--- src/sv/scm_pkg.sv ---
// ----------------------------------------------------------------------------
// Sample channel mixer package
// Shared widths, operation and register codes, arithmetic constants and the
// command bundle passed from the controller to the datapath.
// ----------------------------------------------------------------------------
`default_nettype none

package scm_pkg;

    // Default values for the top-level parameters.
    localparam int CHANNELS_DEF   = 8;
    localparam int LEVELS_DEF     = 8;
    localparam int MEM_DEPTH_DEF  = 65536;

    // Field widths.
    localparam int OP_W       = 2;
    localparam int SAMPLE_W   = 16;
    localparam int CH_IN_W    = 3;
    localparam int LEVEL_W    = 3;
    localparam int ADDR_W     = 16;
    localparam int LEN_W      = 17;
    localparam int BYTE_W     = 8;
    localparam int ACTIVE_W   = 8;
    localparam int GAIN_W     = 13;
    localparam int STEP_W     = 21;
    localparam int PHASE_W    = 16;
    localparam int ADV_W      = STEP_W + 1 - PHASE_W;
    localparam int CFG_IDX_W  = 3;
    localparam int CFG_DATA_W = 21;

    // Mix arithmetic.
    localparam int MIX_SHIFT   = 12;
    localparam int BYTE_SHIFT  = 8;
    localparam int ACC_W       = 36;
    localparam int PROD_W      = GAIN_W + LEVEL_W + 1;
    localparam int RECIP_SHIFT = 24;
    localparam int PIPE_DRAIN  = 4;
    localparam int DRAIN_W     = 2;

    // Operation codes.
    localparam logic [OP_W-1:0] OP_MIX   = 2'd0;
    localparam logic [OP_W-1:0] OP_START = 2'd1;
    localparam logic [OP_W-1:0] OP_WRITE = 2'd2;

    // Configuration register indexes.
    localparam logic [CFG_IDX_W-1:0] CFG_MUSIC_GAIN    = 3'd0;
    localparam logic [CFG_IDX_W-1:0] CFG_SAMPLE_GAIN   = 3'd1;
    localparam logic [CFG_IDX_W-1:0] CFG_MUSIC_ENABLE  = 3'd2;
    localparam logic [CFG_IDX_W-1:0] CFG_SAMPLE_ENABLE = 3'd3;
    localparam logic [CFG_IDX_W-1:0] CFG_SAMPLE_STEP   = 3'd4;

    // Register reset values.
    localparam logic [GAIN_W-1:0] MUSIC_GAIN_RST  = 13'd4096;
    localparam logic [GAIN_W-1:0] SAMPLE_GAIN_RST = 13'd4096;
    localparam logic [STEP_W-1:0] SAMPLE_STEP_RST = 21'd65536;

    // Commands from the controller to the datapath.
    typedef struct packed {
        logic load_mix;
        logic do_start;
        logic do_write;
        logic visit;
        logic finish;
    } t_cmd;

endpackage

`default_nettype wire

--- src/sv/scm_ctrl.sv ---
// ----------------------------------------------------------------------------
// Sample channel mixer controller
// Decodes accepted operations and sequences a mix: one channel visit per
// cycle, a pipeline drain, then the result load.
// ----------------------------------------------------------------------------
`default_nettype none

module scm_ctrl #(
    parameter int CHANNELS = scm_pkg::CHANNELS_DEF
) (
    input  wire logic                         i_clk,
    input  wire logic                         i_rst_n,
    input  wire logic                         i_start,
    input  wire logic [scm_pkg::OP_W-1:0]     i_operation,
    output logic                              o_busy,
    output scm_pkg::t_cmd                     o_cmd,
    output logic [((CHANNELS > 1) ? $clog2(CHANNELS) : 1)-1:0] o_visit_ch
);

    localparam int CH_W = (CHANNELS > 1) ? $clog2(CHANNELS) : 1;
    localparam logic [CH_W-1:0] LAST_CH = CH_W'(CHANNELS - 1);
    localparam logic [scm_pkg::DRAIN_W-1:0] LAST_DRAIN =
        scm_pkg::DRAIN_W'(scm_pkg::PIPE_DRAIN - 1);

    typedef enum logic [3:0] {
        S_IDLE   = 4'b0001,
        S_MIX    = 4'b0010,
        S_DRAIN  = 4'b0100,
        S_FINISH = 4'b1000
    } t_state;

    t_state                         r_state, n_state;
    logic [CH_W-1:0]                r_cnt, n_cnt;
    logic [scm_pkg::DRAIN_W-1:0]    r_drain, n_drain;

    always_comb begin
        n_state  = r_state;
        n_cnt    = r_cnt;
        n_drain  = r_drain;
        o_cmd    = '0;
        unique case (r_state)
            S_IDLE: begin
                if (i_start) begin
                    unique case (i_operation)
                        scm_pkg::OP_MIX: begin
                            o_cmd.load_mix = 1'b1;
                            n_cnt          = '0;
                            n_state        = S_MIX;
                        end
                        scm_pkg::OP_START: o_cmd.do_start = 1'b1;
                        scm_pkg::OP_WRITE: o_cmd.do_write = 1'b1;
                        default: ;
                    endcase
                end
            end
            S_MIX: begin
                o_cmd.visit = 1'b1;
                if (r_cnt == LAST_CH) begin
                    n_drain = '0;
                    n_state = S_DRAIN;
                end else begin
                    n_cnt = r_cnt + CH_W'(1);
                end
            end
            S_DRAIN: begin
                if (r_drain == LAST_DRAIN) begin
                    n_state = S_FINISH;
                end else begin
                    n_drain = r_drain + scm_pkg::DRAIN_W'(1);
                end
            end
            S_FINISH: begin
                o_cmd.finish = 1'b1;
                n_state      = S_IDLE;
            end
            default: n_state = S_IDLE;
        endcase
    end

    assign o_busy     = (r_state != S_IDLE);
    assign o_visit_ch = r_cnt;

    always_ff @(posedge i_clk) begin
        if (!i_rst_n) begin
            r_state <= S_IDLE;
            r_cnt   <= '0;
            r_drain <= '0;
        end else begin
            r_state <= n_state;
            r_cnt   <= n_cnt;
            r_drain <= n_drain;
        end
    end

endmodule

`default_nettype wire

--- config.mk ---
export PLATFORM = sky130hd
export DESIGN_NAME = scm_ctrl
export DESIGN_NICKNAME = d
export VERILOG_FILES = /design/src/sv/scm_pkg.sv /design/src/sv/scm_ctrl.sv
export SDC_FILE = /design/constraint.sdc
export NUM_CORES = 1
export LEC_CHECK = 0
export BUFFER_PORTS_ARGS = -buffer_cell sky130_fd_sc_hd__buf_2
export CORE_MARGIN = 5
export CORE_UTILIZATION = 32
export DETAILED_ROUTE_END_ITERATION = 8
export GPL_ROUTABILITY_DRIVEN = 0
export GPL_TIMING_DRIVEN = 1
export SLEW_MARGIN = 10
export SYNTH_ARGS = -nofsm -noshare
export SYNTH_HDL_FRONTEND = slang
export SYNTH_SLANG_ARGS = --single-unit
--- constraint.sdc ---
create_clock -name i_clk -period 1.5 [get_ports i_clk]
set_input_delay 0 -clock i_clk [delete_from_list [all_inputs] [get_ports i_clk]]
set_output_delay 0 -clock i_clk [all_outputs]
set_load 0.01 [all_outputs]
# After elaboration in Yosys (flattened, before gate mapping)
# Cells that the tools add are included.
[classes]
n_reduce_logical = 6
n_eq_ne = 15
n_mux = 19
add_sub_neg = 2
[ops]
columns = ["op", "count"]
rows = [
  ["$mux 4", 4],
  ["$mux 3", 5],
  ["$pmux 4 s3", 1],
  ["$ne 2x2->1 const B", 5],
  ["$reduce_and 4->1", 2],
  ["$pmux 3 s2", 1],
  ["$mux 1", 5],
  ["$eq 2x2->1 const B", 2],
  ["$eq 4x1->1 const B", 1],
  ["$eq 4x2->1 const B", 1],
  ["$eq 4x3->1 const B", 1],
  ["$eq 4x4->1 const B", 1],
  ["$mux 2", 2],
  ["$ne 4x1->1 const B", 1],
  ["$pmux 2 s2", 1],
  ["$reduce_bool 2->1", 2],
  ["$add 3x1->3 const B", 1],
  ["$eq 3x3->1 const B", 1],
  ["$reduce_and 3->1", 1],
  ["$add 2x1->2 const B", 1],
  ["$eq 2x1->1 const B", 1],
  ["$logic_not 2->1", 1],
  ["$ne 2x1->1 const B", 1],
]
[totals]
output_inout_bits = 9
in_bits = 5
register_bits = 9
word_cells = 45

# Depth between registers and ports, before layout
# Gate-level depths: netlist of the first run.
[logic_depth]
word_depth = 4
depth_mapped = 5
ltp_nobuf = 5

# Least setup slack after synthesis of the first run
# Ideal clock, no wire load.
[synth_path]
path_kind = "reg2reg"
start = "register r_state[1]"
end = "register r_cnt[0] (netlist: o_visit_ch[0])"
setup_time_ns = 0.127
arrival_ns = 1.334
required_ns = 1.373
path_slack_ns = 0.039
period_less_slack_ns = 1.461
path_stages_with_launch = 4
n_path_buf = 0
cell_sequence = "dfxtp_1 nor4b_1 o2bb2ai_1 o22ai_1"
[synth_between]
elab_chain_cells = 3
elab_cells_between_ends = 8
classes_between = "eq/ne: 5; mux: 1; reduce/logical: 2"
[synth_rtl]
columns = ["item", "line_no", "source"]
rows = [
  ["start: declaration", "scm_ctrl.sv:32", "t_state r_state, n_state;"],
  ["start signal: assignment", "scm_ctrl.sv:89", "r_state <= n_state;"],
  ["$eq 4x2->1 or $eq 4x1->1 (tied branches)", "scm_ctrl.sv:41", "unique case (r_state)"],
  ["$ne 2x2->1 (no line), or another cell as far along", "-", ""],
  ["$reduce_and 4->1 (no line)", "-", ""],
  ["end signal: assignment", "scm_ctrl.sv:90", "r_cnt <= n_cnt;"],
  ["end: declaration", "scm_ctrl.sv:33", "logic [CH_W-1:0] r_cnt, n_cnt;"],
]
# Several ways; a longest one is shown, not always the timed one.
# A chain may end at the register's enable or synchronous reset.

==> results of run 1 <==
[power by group through the flow]
stage | sequential, uW | clock, uW | combinational, uW
finish | 239 | 192 | 50.1
CTS | 241 | 197 | 43.2
global placement | 248 | 0 | 39.7
global route | 239 | 204 | 55.1
floorplan | 248 | 0 | 21.9
detailed placement | 248 | 0 | 40.4
[worst max path at each step]
stage | startpoint | end | cells past startpoint
2_1_floorplan | r_state[1] | o_visit_ch[0] | 3
3_3_place_gp | r_state[2] | o_cmd[3] | 4
3_5_place_dp | r_drain[0] | r_drain[1] | 4
4_1_cts | r_state[3] | o_cmd[2] | 4
5_1_grt | r_state[1] | o_cmd[2] | 4
6_report | r_state[2] | o_cmd[2] | 4
[registers in the layout, indices dropped and copies added (netlist names)]
register and flops:
r_drain 2, r_state 4, o_visit_ch 3
[metrics by stage]
step                      worst slack (ns)  instances  setup TNS (ns)  hold slack, ns  instance area, um^2
final                              -0.1560         90         -0.3208         0.03280                723.2
after global routing               -0.2120         90         -0.6896         0.05426                723.2
after CTS                          -0.1830         90         -0.3924         0.02853                656.9
after detailed placement          -0.02561         83        -0.02599          0.2686                598.1
after global placement             0.02869         83               0          0.2646                598.1
after floorplan                    0.03923         50               0         0.03295                473.0
[routing by layer]
metal / part of all wire / up-vias / GRT usage
met5: 0 / - / 0
met4: 0.012 / 0 / 0.08295
met3: 0.049 / 2 / 0.03058
met2: 0.49 / 11 / 0.1609
met1: 0.45 / 207 / 0.1158
li1: - / 233 / -
[worst register-to-register path, delay by kind of cell, from the launching register on]
family	cells	cell delay [ns]
adder cells (fa/ha/maj)	1	0.16
multiplexers	1	0.20
AND/OR/NAND/NOR	1	0.40
flip-flops	1	0.36
AO/OA/AOI/OAI	1	0.30
[cells in the final DEF, fill, tap and decap left out, types with 2 or more instances in the layout]
cell type | Yosys | final
dfxtp_2 | 0 | 3
nor4b_1 | 3 | 2
and2_1 | 2 | 2
dfxtp_4 | 0 | 2
nor3b_2 | 2 | 2
o22ai_1 | 3 | 3
clkbuf_4 | 0 | 3
ha_1 | 3 | 2
buf_2 | 0 | 12
dfxtp_1 | 9 | 4
inv_1 | 2 | 2
nand2_1 | 9 | 9
buf_6 | 0 | 2
buf_4 | 0 | 8
[area by class of cell]
class                      instances  area (um^2)
tap                               15        18.77
fill                             125        626.9
sequential                         9        191.4
inverter                           2        7.507
clock buffer                       4        26.28
timing repair buffer              22        142.6
multi-input combinational         38        336.6
[cells by family after synthesis]
logic type / synth area share
simple gates: 0.3624
flops: 0.3809
buf+inv: 0.02381
compound gates: 0.1138
mux: 0.02116
xor+xnor: 0.01852
fa+ha+maj: 0.07937
[repair_timing]
| action | 4_1_cts | 5_1_grt |
|---|---|---|
| endpoints found under the setup margin | 5 | 11 |
| pin swaps | 4 | 4 |
| hold buffers | 0 | 0 |
| gates resized for setup | 6 | 12 |
| buffers inserted | 3 | 0 |
==> impl_results.md, run 1 <==
* DR iter-0 viols at 9
* Critical path fanouts, max at 2
* Area leader, netlist: dfxtp_1
* Synth top area cells: dfxtp_1, ha_1, nand2_1
* Register clock-pin slew on the reported worst setup and hold paths at 0.06 ns
* Ports at 14
* Crit end category: primary output
* Total Power at 481.3 uW
* Row count at 13
* Status: finished, violations left
* Setup violators final at 3
* Element type at the critical path start: flop
* Via Count at 453
* DR pass1 iterations at 4
* RSZ-0062 raised after global routing: true
* TritonCTS buffer count at 3
* Yosys warning count at 0
* Syn Inst Count at 50
* Slowest stage cell on the critical path: or4b_4
* Antenna viol nets, final at 0
* FF-to-FF setup slack at 0.01 ns
* Post-synth top area share at 0.3810
* Root Driver: clkbuf_4
* Grt ovf at 0
* Fmax achieved at 0.6038 GHz
* Synth Register Bits at 9
* Share of cells above drive strength 1 at 0.5467
* Syn avg cell area at 9.459 um^2
* Drt wl/cell at 12.90 um
* DRC viols at 0
* Hold Crit Class: in2reg
* Crit path buf inv count at 1
* Worst slew pin tran at 0.3988 ns
* First-pass GRT wire length at 1.938 mm
* Clk_lat worst skew at 0.26 ns
* DRT Wirelength at 1.161 mm
* Pleak at 0.0003075 uW
* Final Slew Violations at 0
* Final count of hold timing violations at 0
* Die width at 48.45 um
* Slowest stage delay, CP at 0.51 ns
* Number of port buffers at 13
* Clock sink total at 9
* Setup WS post-layout at -0.1560 ns
* Post-layout minimum cycle time at 1.656 ns
* Internal at 365.1 uW
* Largest net degree at the start of global routing at 15
* Clock skew at 0.001251 ns
* Die Ht at 48.45 um
* Hold Crit Depth at 2
* Starting Density at 0.3503
* Comb pwr share at 0.104
* CP cell instances: or4b_4, or2_4, nor3b_2, buf_2
* Area Overhead vs Synth at 52.91%
* Pwr dens at 665.5 nW/um^2
* Vias per cell at 5.033
* Core area at 1350 um^2
* Period utilisation layout at 1.104
* Number of synthesized flops with an enable pin at 0
* CP Data Required Time at 1.50 ns
* Largest buffer count on any clock path at 2
* Hold EP: r_state[0]
* Reg2reg start: r_drain[0]
* Full die area at 2347 um^2
* Max VDD drop at 0.2706 mV
* # H-tree levels at 1
* Max-cap viol count at 0
* Worst reg2reg endpoint: r_drain[1]
* Post-DP HPWL at 775.1 um
* Synth Cell Area at 473.0 um^2
* Final Core Density at 0.5357
* Clock power share at 0.399
* Top_reg_cell synth: dfxtp_1
* GRT Resource Usage Total at 0.1038
* Delay-heaviest family, CP: simple AND/OR/NAND/NOR gates
* Layout Nets at 84
* Vias in the first global route at 450
* Hold_sp: i_rst_n
* Violated checks: negative setup slack
* Worst Reg2Reg Path Length in Cells at 4
* Crit Path Class: reg2out
* Initial antenna violation count at 0
* Mapped Nets at 58
* Slew margin rel. at 0.7335
* Synth cell count leaders: dfxtp_1, nand2_1, ha_1, nor4b_1, o22ai_1
* P_sw at 116.1 uW
* Diodes inserted at 0
* Sequential fraction of design power at 0.496
* CTS tree: done
* Post-synth ARST share at 0
* Worst EP arrival at 1.66 ns
* Part of the Yosys area used for sequential elements at 0.3810
* Sw frac at 0.2413
* Netlist cell types at 25
No activity file was read; power rests on OpenSTA's default activity.
==> run 2: changes to the inputs <==
- TNS_END_PERCENT: unset -> 1
==> impl_results.md, run 2 (synthesis results as in run 1) <==
* Final Slew Violations at 0 (unchanged)
* Violated checks: negative setup slack
* WP depth at 4 (unchanged)
* Fillcell total at 129 (+3.2%)
* Slowest stage cell on the critical path: or4b_4
* Root Driver: clkbuf_4
* DR pass1 iterations at 4 (unchanged)
* DRT Wirelength at 1.111 mm (-4.3%)
* Crit end category: primary output
* FF-to-FF setup slack at 0.01 ns (about the same)
* Setup WS post-layout at -0.1537 ns (+0.002366 ns)
* Critical path fanouts, max at 2 (unchanged)
* CP cell instances: or4b_4, or2_4, nor3b_2, buf_2
* Antenna viol nets, final at 0 (unchanged)
* Worst slew pin tran at 0.3125 ns (-0.08625 ns)
* Element type at the critical path start: flop
* Worst EP arrival at 1.65 ns (about the same)
* Hold_buf cts at 0 (unchanged)
* Number of port buffers at 13 (unchanged)
* Crit Path Class: reg2out
* Commonest non-fill, non-tap cell in the layout: buf_2
* Worst Reg2Reg Path Length in Cells at 4 (unchanged)
* Final count of hold timing violations at 0 (unchanged)
* Post-layout minimum cycle time at 1.654 ns (-0.002366 ns)
* Setup violators final at 3 (unchanged)
* RSZ-0062 raised after global routing: true
* Layout Nets at 84 (unchanged)
* Biggest register: r_state
* Register Area at 187.7 um^2 (-2.0%)
* First-pass GRT wire length at 1.938 mm (unchanged)
* Vias in the first global route at 450 (unchanged)
* Total Power at 477.3 uW (-0.82%)
* Area Overhead vs Synth at 45.24%
* Max VDD drop at 0.2824 mV (+4.3%)
* TritonCTS buffer count at 3 (unchanged)
* Worst setup path startpoint: r_state[2]
* Clock skew at 0.0003158 ns (-0.0009354 ns)
* Pleak at 0.0003006 uW (-2.3%)
* Hold_sp: i_rst_n
* Post-DP HPWL at 775.1 um (unchanged)
* Core area at 1350 um^2 (unchanged)
* Ports at 14 (unchanged)
* DR iter-0 viols at 7 (-2)
* Largest buffer count on any clock path at 2 (unchanged)
* Largest net degree at the start of global routing at 15 (unchanged)
* # H-tree levels at 1 (unchanged)
* Row count at 13 (unchanged)
* Diodes inserted at 0 (unchanged)
* Grt ovf at 0 (unchanged)
* Most frequent cells in the layout: buf_2, nand2_1, buf_4
* Delay-heaviest family, CP: simple AND/OR/NAND/NOR gates
* CP Data Required Time at 1.50 ns (about the same)
* Total negative slack at -0.3259 ns (-0.005138 ns)
* GRT Resource Usage Total at 0.1038 (unchanged)
* Worst reg2reg endpoint: r_drain[1]
* Share of cells above drive strength 1 at 0.5200 (-0.02667)
* Termination of the worst setup path: o_cmd[2]
* Die Ht at 48.45 um (unchanged)
* Clock sink total at 9 (unchanged)
* Hold Crit Class: in2reg
* DRC viols at 0 (unchanged)
* Die width at 48.45 um (unchanged)
* Period utilisation layout at 1.102 (-0.001577)
* Drt wl/cell at 12.34 um (-4.3%)
* Initial antenna violation count at 0 (unchanged)
* Starting Density at 0.3503 (unchanged)
* Clk_lat worst skew at 0.26 ns (about the same)
* Slowest stage delay, CP at 0.51 ns (about the same)
* Reg2reg start: r_drain[0]
* Max-cap viol count at 0 (unchanged)
* Register clock-pin slew on the reported worst setup and hold paths at 0.06 ns (about the same)
* Vias per cell at 5.067 (+0.66%)
* Slew margin rel. at 0.7911 (+0.05765)
* Crit path buf inv count at 1 (unchanged)
* CTS tree: done
* Full die area at 2347 um^2 (unchanged)
* Footprint of the multi-input gates at 310.3 um^2 (-7.8%)
* Via Count at 456 (+0.66%)
* Largest register FFs at 4 (unchanged)
* Status: finished, violations left
* Pwr dens at 694.9 nW/um^2 (+4.4%)
* Fmax achieved at 0.6047 GHz (+0.14%)
[run 2: cell counts in the layout (fill, tap and decap cells not counted)]
Identical to the previous run, type by type.
[run 2: per-stage QoR]
step           area [um^2]  utilization  setup WS, ns  cells  hold slack, ns
6_report             686.9       0.5088       -0.1537     90         0.03096
3_5_place_dp         598.1       0.4430      -0.02561     83          0.2686
5_1_grt              686.9       0.5088       -0.2122     90         0.06228
3_3_place_gp         598.1       0.4430       0.02869     83          0.2646
4_1_cts              656.9       0.4866       -0.1830     90         0.02853
2_1_floorplan        473.0            -       0.03923     50         0.03295
[run 2: worst min path at each step]
stage                       to  slack [ns]  cells after the start
detailed placement    o_cmd[2]        0.27                      3
global placement      o_cmd[2]        0.26                      3
floorplan             o_cmd[2]        0.03                      1
CTS                 r_state[0]        0.03                      2
global route        r_state[0]        0.06                      2
finish              r_state[0]        0.03                      2
[run 2: worst register-to-register path, cell delays in order (launching register included)]
cell and delay (ns):
dfxtp_2 0.33, ha_1 0.21, or3b_1 0.40, a211oi_4 0.28
mux2i_1 0.20
[run 2: where the power goes]
part	total (uW)	internal [uW]	leakage [uW]	switching, uW
Sequential	241	239	0.0000750	2.03
Clock	191	103	0.0000150	88.5
Combinational	45.3	22.9	0.000211	22.3
Total	477	364	0.000301	113
[run 2: area by class of cell]
cell class              instances  share of cell area
flip-flops and latches          9              0.2732
multi-input cells              38              0.4517
clock buffers                   4             0.03825
repair buffers                 22              0.1985
inverters                       2             0.01093
well taps                      15             0.02732
[run 2: what timing repair did]
item / 4_1_cts / 5_1_grt
setup buffers: 3 / 0
resized for setup: 6 / 5
endpoints found under the setup margin: 5 / 11
cloned: 0 / 0
pin swaps: 4 / 1
[run 2: layer usage]
metal,global-route usage,share of wire
met1,0.1158,0.45
met2,0.1609,0.49
met3,0.03058,0.051
met4,0.08295,0.013
met5,0,0
